--- config.mk ---
export PLATFORM = sky130hd
export DESIGN_NAME = rws_ctrl
export DESIGN_NICKNAME = d
export VERILOG_FILES = /design/src/rtl/rws_pkg.sv /design/src/rtl/rws_ctrl.sv
export SDC_FILE = /design/constraint.sdc
export NUM_CORES = 2
export LEC_CHECK = 0
export BUFFER_PORTS_ARGS = -buffer_cell sky130_fd_sc_hd__buf_2
export CAP_MARGIN = 20
export CORE_MARGIN = 4
export CORE_UTILIZATION = 45
export DETAILED_ROUTE_END_ITERATION = 16
export GPL_TIMING_DRIVEN = 0
export PLACE_DENSITY = 0.62
export SYNTH_ARGS = -nofsm -noshare
export SYNTH_HDL_FRONTEND = slang
export SYNTH_SLANG_ARGS = --single-unit
--- constraint.sdc ---
create_clock -name clk -period 7.65 [get_ports clk]
set_input_delay 0.765 -clock clk [delete_from_list [all_inputs] [get_ports clk]]
set_output_delay 0.765 -clock clk [all_outputs]
set_load 0.01 [all_outputs]
--- src/rtl/rws_pkg.sv ---
// shared types and constants for the roulette wheel selection core
package rws_pkg;

	localparam int FIT_W      = 32;
	localparam int POP_CNT_W  = 9;
	localparam int IDX_OUT_W  = 8;
	localparam int RAND_IN_W  = 16;

	// item kind codes
	localparam logic KIND_WRITE  = 1'b0;
	localparam logic KIND_SELECT = 1'b1;

	typedef struct packed {
		logic                        kind;
		logic [IDX_OUT_W-1:0]        entry_index;
		logic signed [FIT_W-1:0]     fitness_value;
		logic [RAND_IN_W-1:0]        random_fraction;
	} in_item_t;

	typedef struct packed {
		logic [IDX_OUT_W-1:0]        selected_index;
		logic                        empty_error;
	} out_item_t;

	// fitness write broadcast to every cell
	typedef struct packed {
		logic                        en;
		logic [IDX_OUT_W-1:0]        idx;
		logic [FIT_W-1:0]            data;
	} wr_bcast_t;

endpackage

--- src/rtl/rws_ctrl.sv ---
// sequencer: handshakes, population count, point scaling and result register
module rws_ctrl import rws_pkg::*; #(
	parameter int MAX_POPULATION = 256,
	parameter int RANDOM_BITS    = 16,
	parameter int IDX_W          = 8,
	parameter int SUM_W          = 40,
	parameter int CNT_W          = 9
) (
	input  logic                 clk,
	input  logic                 arst_n,
	input  logic                 in_valid,
	output logic                 in_stall,
	input  in_item_t             in_data,
	output logic                 out_valid,
	input  logic                 out_stall,
	output out_item_t            out_data,
	input  logic                 cfg_wr_en,
	input  logic [POP_CNT_W-1:0] cfg_wr_data,
	output wr_bcast_t            wr,
	output logic                 launch,
	output logic                 scan,
	output logic [SUM_W-1:0]     point,
	output logic [CNT_W-1:0]     cnt,
	input  logic                 tail_valid,
	input  logic [SUM_W-1:0]     tail_cum,
	input  logic                 tail_found,
	input  logic [IDX_W-1:0]     tail_idx
);

	localparam int HI_W  = SUM_W - 32;
	localparam int CW    = (CNT_W > POP_CNT_W) ? CNT_W : POP_CNT_W;
	localparam int PLO_W = 32 + RANDOM_BITS;
	localparam int PHI_W = HI_W + RANDOM_BITS;

	localparam logic [2:0] ST_IDLE = 3'd0;
	localparam logic [2:0] ST_SUM  = 3'd1;
	localparam logic [2:0] ST_MLO  = 3'd2;
	localparam logic [2:0] ST_MHI  = 3'd3;
	localparam logic [2:0] ST_PNT  = 3'd4;
	localparam logic [2:0] ST_SCAN = 3'd5;
	localparam logic [2:0] ST_DONE = 3'd6;

	logic [2:0]             state_q;
	logic [POP_CNT_W-1:0]   pop_count_q;
	logic [CNT_W-1:0]       cnt_q;
	logic [RANDOM_BITS-1:0] frac_q;
	logic [SUM_W-1:0]       total_q;
	logic [PLO_W-1:0]       plo_q;
	logic [PHI_W-1:0]       phi_q;
	logic [SUM_W-1:0]       point_q;
	logic                   launch_q;
	out_item_t              res_q;
	out_item_t              out_q;
	logic                   out_valid_q;

	logic                   in_fire;
	logic                   out_load;
	logic [CW-1:0]          cnt_wide;
	logic [CW-1:0]          cnt_sat;
	logic [SUM_W-1:0]       phi_ext;
	logic [31:0]            plo_sh;

	assign in_stall = (state_q != ST_IDLE);
	assign in_fire  = in_valid && !in_stall;
	assign out_load = (state_q == ST_DONE) && (!out_valid_q || !out_stall);

	assign cnt_wide = CW'(pop_count_q);
	assign cnt_sat  = (cnt_wide > CW'(MAX_POPULATION)) ? CW'(MAX_POPULATION) : cnt_wide;

	// hi part lands whole, lo part loses the fraction bits
	assign phi_ext = SUM_W'(phi_q) << (32 - RANDOM_BITS);
	assign plo_sh  = 32'(plo_q >> RANDOM_BITS);

	assign wr.en   = in_fire && (in_data.kind == KIND_WRITE);
	assign wr.idx  = in_data.entry_index;
	assign wr.data = in_data.fitness_value;

	always_ff @(posedge clk or negedge arst_n) begin
		if (!arst_n) begin
			pop_count_q <= '0;
		end else if (cfg_wr_en) begin
			pop_count_q <= cfg_wr_data;
		end
	end

	always_ff @(posedge clk or negedge arst_n) begin
		if (!arst_n) begin
			state_q     <= ST_IDLE;
			launch_q    <= 1'b0;
			out_valid_q <= 1'b0;
		end else begin
			launch_q <= 1'b0;
			if (out_valid_q && !out_stall) begin
				out_valid_q <= 1'b0;
			end
			case (state_q)
				ST_IDLE: begin
					if (in_fire && (in_data.kind == KIND_SELECT)) begin
						if (cnt_sat == '0) begin
							state_q <= ST_DONE;
						end else begin
							state_q  <= ST_SUM;
							launch_q <= 1'b1;
						end
					end
				end
				ST_SUM: begin
					if (tail_valid) begin
						state_q <= ST_MLO;
					end
				end
				ST_MLO: state_q <= ST_MHI;
				ST_MHI: state_q <= ST_PNT;
				ST_PNT: begin
					state_q  <= ST_SCAN;
					launch_q <= 1'b1;
				end
				ST_SCAN: begin
					if (tail_valid) begin
						state_q <= ST_DONE;
					end
				end
				ST_DONE: begin
					if (out_load) begin
						state_q     <= ST_IDLE;
						out_valid_q <= 1'b1;
					end
				end
				default: state_q <= ST_IDLE;
			endcase
		end
	end

	always_ff @(posedge clk) begin
		if (in_fire && (in_data.kind == KIND_SELECT)) begin
			cnt_q                <= CNT_W'(cnt_sat);
			frac_q               <= RANDOM_BITS'(in_data.random_fraction);
			res_q.selected_index <= '0;
			res_q.empty_error    <= 1'b1;
		end
		if (state_q == ST_SUM && tail_valid) begin
			total_q <= tail_cum;
		end
		if (state_q == ST_MLO) begin
			plo_q <= PLO_W'(total_q[31:0]) * PLO_W'(frac_q);
		end
		if (state_q == ST_MHI) begin
			phi_q <= PHI_W'(total_q[SUM_W-1:32]) * PHI_W'(frac_q);
		end
		if (state_q == ST_PNT) begin
			point_q <= phi_ext + SUM_W'(plo_sh);
		end
		if (state_q == ST_SCAN && tail_valid) begin
			res_q.empty_error <= 1'b0;
			if (tail_found) begin
				res_q.selected_index <= IDX_OUT_W'(tail_idx);
			end else begin
				res_q.selected_index <= IDX_OUT_W'(cnt_q - 1'b1);
			end
		end
		if (out_load) begin
			out_q <= res_q;
		end
	end

	assign launch    = launch_q;
	assign scan      = (state_q == ST_SCAN);
	assign point     = point_q;
	assign cnt       = cnt_q;
	assign out_valid = out_valid_q;
	assign out_data  = out_q;

	// the wave only leaves the chain while a pass is running
	a_tail_idle: assert property (@(posedge clk) disable iff (!arst_n)
		(state_q == ST_IDLE || state_q == ST_DONE) |-> !tail_valid)
		else $error("chain wave outside a pass");

	// a result only appears from the done state
	a_out_src: assert property (@(posedge clk) disable iff (!arst_n)
		$rose(out_valid_q) |-> $past(state_q) == ST_DONE)
		else $error("result loaded outside done");

	// the scan threshold holds for the whole scan pass
	a_point_hold: assert property (@(posedge clk) disable iff (!arst_n)
		(state_q == ST_SCAN && $past(state_q) == ST_SCAN) |-> $stable(point_q))
		else $error("point changed during scan");

	// an empty population always reports index zero
	a_empty_idx: assert property (@(posedge clk) disable iff (!arst_n)
		(out_valid_q && out_q.empty_error) |-> (out_q.selected_index == '0))
		else $error("empty result with nonzero index");

endmodule
==> summary.md <==
| Metric | Value |
|---|---|
| Setup TNS | `0 ns` |
| Worst skew pair latency | `0.49 ns` |
| Residual DRC count | `0` |
| Max Root-Sink Buffers | `2` |
| Setup CP Type | `flip-flop to flip-flop` |
| Row Count | `89` |
| Post-synth EDFFs | `178` |
| Critical Path Start | `total_q[8]$_DFFE_PP_` |
| Initial Util | `0.455` |
| Worst Path Arrival | `7.75 ns` |
| Unrepaired setup endpoints after global routing | `no` |
| Clock Skews | `0.0167 ns` |
| Number of antenna violations at the first check in global routing | `9` |
| RePlAce Congestion | `0.970` |
| Slew @ Worst Pin | `1.12 ns` |
| Worst path required time | `7.84 ns` |
| Worst-path clk slew | `0.07 ns` |
| Post-CTS setup buffers | `0` |
| Top cells by area, synth | `fa_1, edfxtp_1, ha_1` |
| Post-Route WL | `78,400 µm` |
| Root buf cell | `clkbuf_16` |
| Synth warn | `0` |
| IO Count | `224` |
| Drt pass-1 iters | `5` |
| Final cycle utilization of the critical path | `0.987` |
| Rel. slew slack | `0.255` |
| Post-synth top area cell | `fa_1` |
| Max Cap Viol | `0` |
| Total Nets Final | `3,720` |
| CTS sink count | `193` |
| WL/cell | `21.2 µm` |
| Worst r2r src | `total_q[8]$_DFFE_PP_` |
| Via Count | `19,500` |
| R2R depth | `20` |
| Final setup fails | `0` |
| Core area | `59,100 µm²` |
| Max Slew Vio Count | `0` |
| First-pass GRT wire length | `120,000 µm` |
| GRT Resource Usage Total | `0.251` |
| Via density | `5.27` |
| Die ar. | `63,800 µm²` |
| Post-synth top cells | `inv_1, fa_1, nand2_1` |
| Max H-tree Level | `4` |
| Chip height | `253 µm` |
| Share of cells above drive strength 1 | `0.104` |
| Gate Count Post-Synth | `2,710` |
| Port Buf Inserts | `181` |
| Final min period | `7.55 ns` |
| Remaining antenna violation count | `0` |
| DP HPWL | `64,600 µm` |
| Most common cell in the synthesized netlist | `inv_1` |
| Number of synthesized register bits | `193` |
| Worst setup SP type | `flip-flop` |
| Async set-reset flop share out of synthesis | `0.0725` |
| TritonCTS clock tree | `done` |
| Antenna cells | `0` |
| Synth Cell Area | `26,900 µm²` |
| Syn-to-layout area delta | `9.79%` |
| Number of clock buffers inserted by TritonCTS | `17` |
| Most common flop cell mapped by yosys | `edfxtp_1` |
| Critical Path Fanout Max | `10` |
| Fmax | `0.132 GHz` |
| Synth Area per Inst | `9.94 µm²` |
| CP endpoint kind | `flip-flop` |
| Post-synthesis sequential area ratio | `0.212` |
| Vias in the first global route | `20,600` |
| GR Overflow Total | `0` |
| Fill cells | `5,528` |
| Synth cell types | `58` |
| Die width | `253 µm` |
| Hold Crit Class | `primary input to async pin` |
| Initial DRC Count | `1,332` |
| Hold Violations, Final | `0` |
| Pin count of the biggest net entering global routing | `33` |
| Status | `complete, no violations` |
| Yosys top cell area share | `0.373` |
| Post-Syn Nets | `3,511` |
cell usage in the layout, fill, tap and decap left out, types with 21 or more instances in the layout:
cell type,count
a21o_1,27
a21oi_1,75
and2_1,261
buf_2,181
buf_4,41
clkbuf_1,100
edfxtp_1,178
fa_1,502
ha_1,178
inv_1,538
nand2_1,420
nand3_1,21
nor2_1,60
o21ai_0,29
xnor2_1,51
xor2_1,21
per-stage QoR:
step / instances / cell area, µm² / hold slack, ns / util / setup WS, ns
finish: 3705 / 29600 / 0.194 / 0.500 / 0.0960
global route: 3705 / 29600 / 0.189 / 0.500 / 0.0248
CTS: 3705 / 29500 / 0.148 / 0.499 / 0.0226
detailed placement: 3673 / 28900 / 0.406 / 0.489 / -0.242
global placement: 3664 / 28800 / 0.404 / 0.487 / -0.275
floorplan: 2710 / 26900 / 0.400 / - / 1.26
path summary, 6_finish.rpt:
kind / to / slack, ns
setup / recovery: plo_q[38]$_DFFE_PP_ / 0.1
hold / removal: state_q[2]$_DFFE_PN0P_ / 0.19
setup reg to reg: plo_q[38]$_DFFE_PP_ / 0.1
hold reg to reg: point[0]$_DFFE_PP_ / 0.42
max in group asynchronous: state_q[1]$_DFFE_PN0P_ / 7.17
min in group clk: point[0]$_DFFE_PP_ / 0.42
cell families (layout without fill, tap and decap cells):
group / count (synthesis) / count (layout) / synth area share
flops: 193 / 193 / 0.212
mux: 9 / 9 / 0.00376
fa+ha+maj: 680 / 680 / 0.456
buf+inv: 697 / 919 / 0.103
xor+xnor: 77 / 77 / 0.0250
compound gates: 201 / 201 / 0.0475
simple gates: 853 / 853 / 0.153
per-layer routing:
layer | wire, µm | part of all wire | GRT usage
met5 | 33 | 0.00042 | 0
met2 | 38700 | 0.49 | 0.425
met4 | 4360 | 0.056 | 0.124
met3 | 5650 | 0.072 | 0.0444
met1 | 29700 | 0.38 | 0.312
final cells by class:
| cell class | instances | area (µm²) | area share |
|---|---|---|---|
| sequential | 193 | 5720 | 0.193 |
| clock buffer | 19 | 433 | 0.0146 |
| clock inverter | 13 | 124 | 0.00419 |
| inverter | 539 | 2020 | 0.0684 |
| buffer | 158 | 768 | 0.0260 |
| multi-input combinational | 1820 | 18500 | 0.626 |
| tap | 773 | 967 | 0.0327 |
| timing repair buffer | 190 | 1020 | 0.0345 |
timing repair:
action,CTS,global route
resized for setup,4,45
setup endpoints to repair,12,15
hold buffers,0,0
endpoints found under the hold margin,0,0
state kept, by name (all words and copies together) (netlist names):
| name | cells |
|---|---|
| cnt | 9 |
| cnt_wide | 9 |
| frac_q | 16 |
| launch | 1 |
| out_data | 9 |
| out_valid | 1 |
| phi_q | 24 |
| plo_q | 32 |
| point | 40 |
| res_q | 9 |
| state_q | 3 |
| total_q | 40 |
worst max-delay path, stage by stage (launching register included):
cell	delay [ns]
edfxtp_1	0.61
clkbuf_1	0.54
nand2_1	0.17
fa_1	0.57
inv_1	0.06
fa_1	0.50
fa_1	0.62
fa_1	0.45
fa_1	0.49
inv_1	0.05
fa_1	0.47
inv_1	0.04
ha_1	0.40
a211oi_1	0.12
o21a_1	0.23
o31ai_1	0.40
nor2b_1	0.24
a21oi_1	0.10
o21ai_1	0.37
a31o_2	0.24
xor2_1	0.59
Power is left out: the tool's default activity adds up to more than one toggle a clock period on the data nets, which glitch-free logic cannot reach.
