==> src/rtl/rws_pkg.sv <==
// shared types and constants for the roulette wheel selection core
package rws_pkg;

	localparam int FIT_W      = 32;
	localparam int POP_CNT_W  = 9;
	localparam int IDX_OUT_W  = 8;
	localparam int RAND_IN_W  = 16;

	// item kind codes
	localparam logic KIND_WRITE  = 1'b0;
	localparam logic KIND_SELECT = 1'b1;

	typedef struct packed {
		logic                        kind;
		logic [IDX_OUT_W-1:0]        entry_index;
		logic signed [FIT_W-1:0]     fitness_value;
		logic [RAND_IN_W-1:0]        random_fraction;
	} in_item_t;

	typedef struct packed {
		logic [IDX_OUT_W-1:0]        selected_index;
		logic                        empty_error;
	} out_item_t;

	// fitness write broadcast to every cell
	typedef struct packed {
		logic                        en;
		logic [IDX_OUT_W-1:0]        idx;
		logic [FIT_W-1:0]            data;
	} wr_bcast_t;

endpackage

==> src/rtl/rws_cell.sv <==
// one fitness chain cell: holds one entry, adds it to the passing sum, marks a scan hit
module rws_cell import rws_pkg::*; #(
	parameter int IDX   = 0,
	parameter int IDX_W = 8,
	parameter int SUM_W = 40,
	parameter int CNT_W = 9
) (
	input  logic             clk,
	input  logic             arst_n,
	input  wr_bcast_t        wr,
	input  logic             scan,
	input  logic [SUM_W-1:0] point,
	input  logic [CNT_W-1:0] cnt,
	input  logic             prev_valid,
	input  logic [SUM_W-1:0] prev_cum,
	input  logic             prev_found,
	input  logic [IDX_W-1:0] prev_idx,
	output logic             valid,
	output logic [SUM_W-1:0] cum,
	output logic             found,
	output logic [IDX_W-1:0] idx
);

	logic [FIT_W-1:0] fit_q;
	logic             valid_q;
	logic [SUM_W-1:0] cum_q;
	logic             found_q;
	logic [IDX_W-1:0] idx_q;

	logic [FIT_W-2:0] term;
	logic             active;
	logic [SUM_W-1:0] sum_d;
	logic             hit;

	// non-positive fitness counts as one lsb
	assign term   = (fit_q[FIT_W-1] || fit_q == '0) ? (FIT_W-1)'(1) : fit_q[FIT_W-2:0];
	assign active = (IDX < int'(cnt));
	assign sum_d  = prev_cum + (active ? SUM_W'(term) : '0);
	assign hit    = scan && active && !prev_found && (sum_d >= point);

	always_ff @(posedge clk) begin
		if (wr.en && (int'(wr.idx) == IDX)) begin
			fit_q <= wr.data;
		end
	end

	always_ff @(posedge clk or negedge arst_n) begin
		if (!arst_n) begin
			valid_q <= 1'b0;
		end else begin
			valid_q <= prev_valid;
		end
	end

	always_ff @(posedge clk) begin
		if (prev_valid) begin
			cum_q   <= sum_d;
			found_q <= prev_found || hit;
			idx_q   <= prev_found ? prev_idx : IDX_W'(IDX);
		end
	end

	assign valid = valid_q;
	assign cum   = cum_q;
	assign found = found_q;
	assign idx   = idx_q;

endmodule

==> config.mk <==
export PLATFORM = sky130hd
export DESIGN_NAME = rws_cell
export DESIGN_NICKNAME = d
export VERILOG_FILES = /design/src/rtl/rws_pkg.sv /design/src/rtl/rws_cell.sv
export SDC_FILE = /design/constraint.sdc
export NUM_CORES = 1
export LEC_CHECK = 0
export ABC_AREA = 0
export BUFFER_PORTS_ARGS = -buffer_cell sky130_fd_sc_hd__buf_2
export CAP_MARGIN = 20
export CORE_ASPECT_RATIO = 0.8
export CORE_UTILIZATION = 55
export DETAILED_ROUTE_END_ITERATION = 6
export GPL_ROUTABILITY_DRIVEN = 0
export GPL_TIMING_DRIVEN = 0
export HOLD_SLACK_MARGIN = 0.03
export PLACE_DENSITY = 0.95
export SETUP_SLACK_MARGIN = 0.02
export SLEW_MARGIN = 20
export SYNTH_ARGS = -nofsm -noshare
export SYNTH_HDL_FRONTEND = slang
export SYNTH_SLANG_ARGS = --single-unit
==> constraint.sdc <==
create_clock -name clk -period 8.8 [get_ports clk]
set_input_delay 2.64 -clock clk [delete_from_list [all_inputs] [get_ports clk]]
set_output_delay 2.64 -clock clk [all_outputs]
set_load 0.03 [all_outputs]
==> results of run 1 <==
-- power by group --
group / total [mW] / switching, mW / internal, mW
clock network: 0.369 / 0.150 / 0.219
registers: 0.455 / 0.00436 / 0.451
logic: 0.216 / 0.131 / 0.0849
total: 1.04 / 0.285 / 0.755
-- metrics by stage --
stage | power [mW] | cells | hold slack [ns]
global route | 1.08 | 876 | 0.832
CTS | 1.04 | 876 | 0.813
floorplan | 0.592 | 528 | 0.668
detailed placement | 0.676 | 860 | 0.794
global placement | 0.662 | 856 | 0.763
finish | 1.04 | 876 | 0.797
-- cells in the mapped netlist, drive strengths merged (2+ instances only) --
master / instances / area [µm²]
o31ai: 3 / 27.5
edfxtp: 81 / 2430
clkbuf: 8 / 30.0
a21o: 28 / 210
ha: 71 / 888
inv: 51 / 191
nor3: 7 / 35.0
nand2: 29 / 109
and3: 4 / 25.0
o21bai: 7 / 52.6
or3: 5 / 31.3
nor2: 21 / 78.8
nor4: 12 / 75.1
a21oi: 39 / 195
o2111ai: 2 / 35.0
xnor2: 22 / 193
nand3: 5 / 25.0
xor2: 14 / 123
o211ai: 4 / 30.0
a211oi: 2 / 15.0
or2: 2 / 12.5
a31o: 2 / 17.5
o21a: 5 / 37.5
nand4: 14 / 87.6
and2: 39 / 244
a2111oi: 2 / 17.5
nor2b: 3 / 18.8
a31oi: 5 / 31.3
o21ai: 25 / 125
-- layout by cell type, fill, tap and decap left out, types with 2 or more instances in the layout --
cell / synthesis / routed
nand2_1: 29 / 29
nor2b_1: 3 / 3
edfxtp_1: 81 / 81
and3_1: 4 / 4
ha_1: 71 / 71
o31ai_1: 2 / 2
nand4_1: 14 / 14
inv_1: 51 / 51
nor4_1: 12 / 11
o211ai_1: 4 / 4
a21oi_1: 39 / 39
buf_2: 0 / 195
o21bai_1: 7 / 7
clkbuf_1: 8 / 8
clkinv_1: 0 / 2
o21ai_0: 18 / 18
a211oi_1: 2 / 2
a31oi_1: 5 / 5
nor3_1: 7 / 7
clkbuf_16: 0 / 9
nor2_1: 21 / 21
nand3_1: 5 / 5
xor2_1: 14 / 14
xnor2_1: 22 / 22
o21ai_1: 7 / 7
and2_1: 39 / 39
or3_1: 5 / 5
a21o_1: 28 / 28
a2111oi_0: 2 / 2
clkinv_4: 0 / 2
o21a_1: 5 / 5
-- area by class of cell --
cell class	count	area, µm²	share of cell area
buffer	8	30.0	0.00427
clock buffer	9	225	0.0320
clock inverter	7	68.8	0.00978
inverter	51	191	0.0272
multi-input combinational	387	2910	0.413
sequential	82	2460	0.349
tap	136	170	0.0242
timing repair buffer	196	983	0.140
-- metal layers --
metal | vias to the layer above | track usage
li1 | 2363 | -
met1 | 2327 | 0.343
met2 | 293 | 0.504
met3 | 58 | 0.0542
met4 | 0 | 0.116
met5 | - | 0
-- worst register-to-register path, delay by kind of cell, from the launching register on --
kind	cells	cell delay, ns
AO/OA/AOI/OAI	9	2.52
AND/OR/NAND/NOR	9	2.15
adder cells (fa/ha/maj)	2	0.62
flip-flops	1	0.41
buffers and inverters	1	0.22
-- cells by family after synthesis --
kind of cell	share of synthesized area
AO/OA/AOI/OAI	0.160
adder cells (fa/ha/maj)	0.163
multiplexers	0.00202
buffers and inverters	0.0397
XOR/XNOR	0.0565
AND/OR/NAND/NOR	0.138
flip-flops	0.440
-- sequential cells by signal (all words and copies together) (netlist names) --
register	flops
idx	8
fit_q	32
found	1
valid	1
cum	40
-- worst max-delay path by stage --
stage                     slack (ns)    end  depth (start not counted)   start
after floorplan                 1.85  found                         22  cnt[6]
after global placement          0.75  found                         21  cnt[6]
after detailed placement        0.61  found                         21  cnt[6]
after CTS                       0.95  found                         21  cnt[6]
after global routing            0.63  found                         21  cnt[6]
final                           0.87  found                         21  cnt[6]
==> impl_metrics.toml, run 1 <==
[logic_synthesis]
ys.flop_type = "edfxtp_1"
syn-num-nets = 743
ys_seq_area_frac = 0.440
async_flop_share = 0.0122
synth_cells = 528
synth-seq-cells = 82
syn_avg_cell_area_um2 = 10.6
yosysWarnings = 0
synth_edf_count = 81
synth_area_um2 = 5580
synth.distinct_cells = 50

[floorplanning]
rows = 32
ios = 193
core_um2 = 9730
die_h_um = 92.1
start_util = 0.573
fp.dieArea_um2 = 10600
fp.dieW_um = 115

[setup_path]
crit_family = "compound AO/OA/AOI/OAI gates"
reg2reg_slack_ns = 2.76
cp_cell_sequence = "buf_2 -> nor4_1 -> nand3_1 -> nor2b_1 -> clkbuf_1 -> and2_1 -> ha_1 -> a21o_1 -> or3_1 -> o2111ai_1 -> nand3_1 -> a31o_2 -> a311oi_1 -> ha_1 -> nand4_1 -> or3_1 -> a2111oi_0 -> nand2_1 -> a211oi_1 -> o21ai_1 -> a21oi_1"
path_buf_inv = 2
criticalPathCategory = "in2reg"
max_stage_delay_ns = 0.60
crit_path_top_delay_cell = "a311oi_1"
crit_fanout = 10
start_kind = "input pin"
reg2reg_to = "found"
cp-end-kind = "register"
worstReg2RegStart = "fit_q[0]"
cp.arrival_ns = 8.13
critical_path_required_ns = 8.99
r2r_cells = 21

[clock_tree]
cts_made_buffers = 9
cts_setup_buffers = 0
cts-root-buf = "clkbuf_16"
clkSinkCount = 82
cts_tree = "done"
cts_max_path_buffers = 2
post_cts_resized = 0
htreeDepth = 3
clk_latency_ns = 0.34
path_clk_slew_ns = 0.06
hold_buffers = 0

[final_layout]
final_util = 0.723
nNetsFinal = 950
drive_gt1_frac = 0.296
diodes = 0
syn_to_final_growth_pct = 26.1
postLayoutCellArea_um2 = 7030
fillers = 708

[flow_run]
maxCapViolCount = 0

[power]
power_leakage_nw = 3.36
p_per_area_nw_per_um2 = 148
peakVddDrop_v = 0.000142

[global_route]
grt_pass1_wl_mm = 23.3
grt.overflow.total = 0
grt_usage = 0.286
grt_pass1_vias = 5024
antenna_found_initial = 0
grt_max_degree = 51

[placed_design]
dp_hpwl_mm = 12.1
dpl_worst_slack_ns = 0.613
dpl_cell_area_um2 = 6740
io_buffers = 192

[timing]
tightest_slew_ns = 0.667
fin_ws_ns = 0.869
hold_viol_final = 0
fin_tns_setup_ns = 0
finalClockSkew_ns = 0.00739
finalSetupViolCount = 0
fmax_ghz = 0.126
min_period_over_period = 0.901
slew_viol_final = 0
rsz0062_at_grt = "false"
fin_crit_ns = 7.93
max_slew_margin = 0.552

[drt]
wl_met3_mm = 1.09
drtAntennaViolNets = 0
dr_wl_met2_mm = 7.19
wire_per_inst_um = 16.8
drt_iter0_drc = 645
wl_met1_mm = 6.01
drtPass1Iterations = 5
avgViaCountPerCell = 5.75
vias = 5041
route.detailed.drc = 0
dr.max_layer_used = "met4"
wl_mm = 14.7

[min_path]
holdPathStages = 2
hp-class = "reg2reg"
hold-path-endpoint = "cum[0]"
hold_path_startpoint = "fit_q[0]"

[run_status]
outcome = "finished, final reports clean"
Power figures use the tool's default switching activity.
==> run 2, diff against run 1 <==
--- a/config.mk
+++ b/config.mk
@@ -9,7 +9,9 @@
 export BUFFER_PORTS_ARGS = -buffer_cell sky130_fd_sc_hd__buf_2
 export CAP_MARGIN = 20
 export CORE_ASPECT_RATIO = 0.8
-export CORE_UTILIZATION = 55
+export CORE_UTILIZATION = 57
+export CTS_BUF_LIST = sky130_fd_sc_hd__clkbuf_8
+export CTS_CLUSTER_SIZE = 12
 export DETAILED_ROUTE_END_ITERATION = 6
 export GPL_ROUTABILITY_DRIVEN = 0
 export GPL_TIMING_DRIVEN = 0
==> run 2 against run 1 <==
Core utilization increased by 2.7 points. Largest power group unchanged. Cell count decreased by 2.4%. Highest routed layer unchanged. Critical path depth unchanged. Sequential cell count unchanged.
==> impl_metrics.toml, run 2 (same netlist as run 1, synthesis figures left out) <==
[min_path]
holdPathStages = 2
hp-class = "reg2reg"
hold-path-endpoint = "cum[0]"
hold_path_startpoint = "fit_q[0]"

[drt]
drtPass1Iterations = 6
wl_mm = 14.2
drtAntennaViolNets = 0
wire_per_inst_um = 16.6
route.detailed.drc = 0
drt_iter0_drc = 619
vias = 4924
avgViaCountPerCell = 5.76

[clock_tree]
cts_max_path_buffers = 2
cts_setup_buffers = 0
post_cts_resized = 0
path_clk_slew_ns = 0.08
cts_made_buffers = 9
cts-root-buf = "clkbuf_8"
hold_buffers = 0
cts_tree = "done"
clkSinkCount = 82
clk_latency_ns = 0.36
htreeDepth = 3

[placed_design]
place_inst = 839
io_buffers = 192
dp_hpwl_mm = 11.8

[power]
seqPwrFrac = 0.461
clkPwrFrac = 0.323
intPower_uw = 721
sw_frac_of_total = 0.269
power_leakage_nw = 3.34
peakVddDrop_v = 0.000150
p_per_area_nw_per_um2 = 142
p_sw_uw = 266
combPwrFrac = 0.216

[final_layout]
largest_register_ffs = 40
nNetsFinal = 950
stdcell_count = 855
diodes = 0
syn_to_final_growth_pct = 24.6
final_cell_mix = "buf_2 (194), edfxtp_1 (81), ha_1 (71), inv_1 (53)"
drive_gt1_frac = 0.296
final_common_cell = "buf_2"

[setup_path]
reg2reg_to = "found"
cp-end-kind = "register"
worstReg2RegStart = "fit_q[0]"
reg2reg_slack_ns = 2.95
cp.arrival_ns = 8.06
start_kind = "input pin"
crit_fanout = 10
criticalPathCategory = "in2reg"
r2r_cells = 21
critical_path_required_ns = 9.01

[floorplanning]
fp.dieArea_um2 = 10200
core_um2 = 9270
fp.dieW_um = 113
rows = 31
die_h_um = 90.5
ios = 193
start_util = 0.602

[timing]
fin_tns_setup_ns = 0
fmax_ghz = 0.127
tightest_slew_ns = 0.684
slew_viol_final = 0
rsz0062_at_grt = "false"
finalSetupViolCount = 0
min_period_over_period = 0.891
finalClockSkew_ns = 0.00970
fin_crit_ns = 7.84
hold_viol_final = 0
max_slew_margin = 0.540

[global_route]
grt.overflow.total = 0
antenna_found_initial = 0
grt_pass1_wl_mm = 22.9
grt_max_degree = 51
grt_usage = 0.289
grt_pass1_vias = 4956

[run_status]
outcome = "finished, final reports clean"

[flow_run]
maxCapViolCount = 0
run 2: changes by cell type in the layout (fill, tap and decap cells not counted), sizes merged:
cell,before,now
clkinv,5,1
clkinvlp,0,1
bufinv,1,3
inv,52,53
run 2: metal layers:
layer	GRT usage	share of wire
met1	0.343	0.41
met2	0.507	0.48
met3	0.0624	0.084
met4	0.117	0.031
met5	0	0
run 2: final cells by class:
type | count | area (µm²)
clock buffers | 9 | 124
multi-input cells | 387 | 2910
clock inverters | 7 | 110
flip-flops and latches | 82 | 2460
well taps | 115 | 144
inverters | 51 | 191
fillers | 623 | 2320
plain buffers | 8 | 30.0
repair buffers | 196 | 986
run 2: worst max path at each step:
stage	start	to	slack, ns	depth (start not counted)
global placement	cnt[6]	found	0.87	21
floorplan	cnt[6]	found	1.85	22
detailed placement	cnt[6]	found	0.69	21
CTS	cnt[6]	found	1.07	21
global route	cnt[6]	found	0.64	23
finish	cnt[6]	found	0.96	21
run 2: worst max-delay path, cell delays in order:
cell and delay [ns]:
buf_2 0.10, nor4_1 0.28, nand3_1 0.29, nor2b_1 0.25, clkbuf_1 0.20, and2_1 0.23
ha_1 0.36, a21o_1 0.24, or3_1 0.34, o2111ai_1 0.25, nand3_1 0.16, a31o_2 0.32
a311oi_1 0.58, ha_1 0.25, nand4_1 0.13, or3_1 0.41, a2111oi_0 0.38, nand2_1 0.15
a211oi_1 0.24, o21ai_1 0.11, a21oi_1 0.16
run 2: power groups by stage:
stage                     logic (mW)  clock network, mW  registers [mW]
after floorplan               0.0924                  0           0.499
after global placement         0.199                  0           0.463
after detailed placement       0.211                  0           0.464
after CTS                      0.212              0.327           0.455
after global routing           0.234              0.341           0.456
final                          0.214              0.319           0.455
run 2: per-stage QoR:
step / setup slack, ns / utilization / power, mW / area, µm² / hold WS (ns)
after CTS: 1.07 / 0.749 / 0.993 / 6950 / 0.789
after floorplan: 1.85 / - / 0.592 / 5580 / 0.668
after detailed placement: 0.694 / 0.724 / 0.674 / 6710 / 0.773
after global placement: 0.868 / 0.721 / 0.662 / 6680 / 0.768
final: 0.956 / 0.750 / 0.987 / 6950 / 0.779
after global routing: 0.637 / 0.750 / 1.03 / 6950 / 0.813
==> run 3, diff against run 2 <==
--- a/config.mk
+++ b/config.mk
@@ -9,16 +9,15 @@
 export BUFFER_PORTS_ARGS = -buffer_cell sky130_fd_sc_hd__buf_2
 export CAP_MARGIN = 20
 export CORE_ASPECT_RATIO = 0.8
-export CORE_UTILIZATION = 57
+export CORE_UTILIZATION = 52
 export CTS_BUF_LIST = sky130_fd_sc_hd__clkbuf_8
 export CTS_CLUSTER_SIZE = 12
 export DETAILED_ROUTE_END_ITERATION = 6
 export GPL_ROUTABILITY_DRIVEN = 0
 export GPL_TIMING_DRIVEN = 0
 export HOLD_SLACK_MARGIN = 0.03
-export PLACE_DENSITY = 0.95
+export PLACE_DENSITY = 0.91
 export SETUP_SLACK_MARGIN = 0.02
-export SLEW_MARGIN = 20
 export SYNTH_ARGS = -nofsm -noshare
 export SYNTH_HDL_FRONTEND = slang
 export SYNTH_SLANG_ARGS = --single-unit
==> constraint.sdc (replaced) <==
create_clock -name clk -period 8.6 [get_ports clk]
set_input_delay 2.58 -clock clk [delete_from_list [all_inputs] [get_ports clk]]
set_output_delay 2.58 -clock clk [all_outputs]
set_load 0.03 [all_outputs]
==> run 3 against run 2 <==
Critical path depth increased by 2. Total power is 4.7% lower. Via count is 2.3% lower. Cell count up 2.9%. Clock skew is 0.0041 ns higher. Worst setup slack worse by 0.022 ns. Die area grew 9.4%. Clock power down 20%. Register-to-register slack got worse by 0.09 ns. Critical path type unchanged.
==> impl_metrics.toml, run 3 (same netlist as run 1, synthesis figures left out) <==
[floorplanning]
ios = 193
fp.dieW_um = 118
fp.dieArea_um2 = 11100
start_util = 0.540
die_h_um = 94.6
rows = 33
core_um2 = 10300

[global_route]
grt_pass1_wl_mm = 23.0
grt.overflow.total = 0
grt_usage = 0.265
grt_pass1_vias = 4921
antenna_found_initial = 0
grt_max_degree = 51

[timing]
max_slew_margin = 0.569
tightest_slew_ns = 0.641
rsz0062_at_grt = "false"
fin_tns_setup_ns = 0
finalSetupViolCount = 0
fin_crit_ns = 7.67
min_period_over_period = 0.891
fmax_ghz = 0.130
finalClockSkew_ns = 0.0138
slew_viol_final = 0
hold_viol_final = 0

[placed_design]
io_buffers = 192
place_inst = 863
dp_hpwl_mm = 11.8
dpl_cell_area_um2 = 6750

[drt]
wl_mm = 14.4
drt_iter0_drc = 393
wire_per_inst_um = 16.4
drtAntennaViolNets = 0
vias = 4810
route.detailed.drc = 0
drtPass1Iterations = 4
avgViaCountPerCell = 5.47

[clock_tree]
cts_tree = "done"
htreeDepth = 3
hold_buffers = 0
cts_made_buffers = 9
cts-root-buf = "clkbuf_8"
cts_setup_buffers = 0
clk_latency_ns = 0.36
clkSinkCount = 82
path_clk_slew_ns = 0.09
cts_max_path_buffers = 2
post_cts_resized = 0

[final_layout]
regArea_um2 = 2460
final_cell_mix = "buf_2 (192), edfxtp_1 (81), ha_1 (71), inv_1 (51)"
syn_to_final_growth_pct = 24.4
final_common_cell = "buf_2"
nNetsFinal = 950
postLayoutCellArea_um2 = 6940
diodes = 0
fillers = 792
stdcell_count = 880
drive_gt1_frac = 0.299
largest_register_ffs = 40
multiInputGateArea_um2 = 2910

[min_path]
hp-class = "reg2reg"

[power]
p_total_uw = 940
power_leakage_nw = 3.31
peakVddDrop_v = 0.000110
p_per_area_nw_per_um2 = 135

[setup_path]
cp.arrival_ns = 7.88
start_kind = "input pin"
reg2reg_to = "found"
r2r_cells = 23
critical_path_required_ns = 8.81
worstReg2RegStart = "fit_q[0]"
crit_fanout = 10
reg2reg_slack_ns = 2.86
cp-end-kind = "register"
criticalPathCategory = "in2reg"
startpoint = "cnt[6]"
crit_path_end = "found"

[run_status]
outcome = "finished, final reports clean"

[flow_run]
maxCapViolCount = 0
run 3: worst max-delay path: stages:
cell and delay, ns:
buf_2 0.10, nor4_1 0.27, nand3_1 0.29, nor2b_1 0.26, clkbuf_1 0.18, and2_1 0.21
ha_1 0.26, clkbuf_1 0.19, a21o_1 0.25, a31oi_1 0.14, o21ai_1 0.09, a221oi_1 0.50
nor2b_1 0.27, o21ai_1 0.12, xor2_1 0.19, ha_1 0.32, nand4_1 0.16, or3_1 0.45
a2111oi_0 0.38, nand2_1 0.16, a211oi_1 0.26, o21ai_1 0.10, a21oi_1 0.16
run 3: layout make-up:
cell class	instances	share of cell area
Multi-Input combinational cell	387	0.419
Sequential cell	82	0.354
Timing Repair Buffer	196	0.145
Inverter	51	0.0276
Tap cell	140	0.0252
Clock buffer	9	0.0178
Clock inverter	7	0.00739
Buffer	8	0.00433
run 3: per-layer routing:
layer | global-route usage | vias up | wire length [µm] | share of wire
met3 | 0.0556 | 22 | 951 | 0.066
met2 | 0.472 | 209 | 7090 | 0.49
met1 | 0.319 | 2219 | 6140 | 0.43
met5 | 0 | - | 0 | 0
li1 | - | 2360 | - | -
met4 | 0.101 | 0 | 229 | 0.016
run 3: through the flow:
stage | hold slack, ns | worst slack, ns | util
floorplan | 0.668 | 1.71 | -
global placement | 0.747 | 0.659 | 0.651
detailed placement | 0.786 | 0.550 | 0.654
CTS | 0.801 | 0.934 | 0.671
global route | 0.824 | 0.445 | 0.673
finish | 0.797 | 0.934 | 0.673
run 3: how the worst min path moves through the flow:
stage          startpoint      to  slack (ns)  cells after the start
2_1_floorplan    fit_q[0]  cum[0]        0.67                      2
3_3_place_gp     fit_q[0]  cum[0]        0.75                      2
3_5_place_dp     fit_q[0]  cum[0]        0.79                      2
4_1_cts          fit_q[0]  cum[0]        0.80                      2
5_1_grt          fit_q[0]  cum[0]        0.82                      2
6_report         fit_q[0]  cum[0]        0.80                      2
run 3: power by group:
part	total (mW)	leakage, nW	internal [mW]	switching (mW)
clock	0.255	0.0864	0.107	0.148
combinational	0.220	2.44	0.0877	0.132
sequential	0.465	0.778	0.461	0.00433
total	0.940	3.31	0.655	0.285
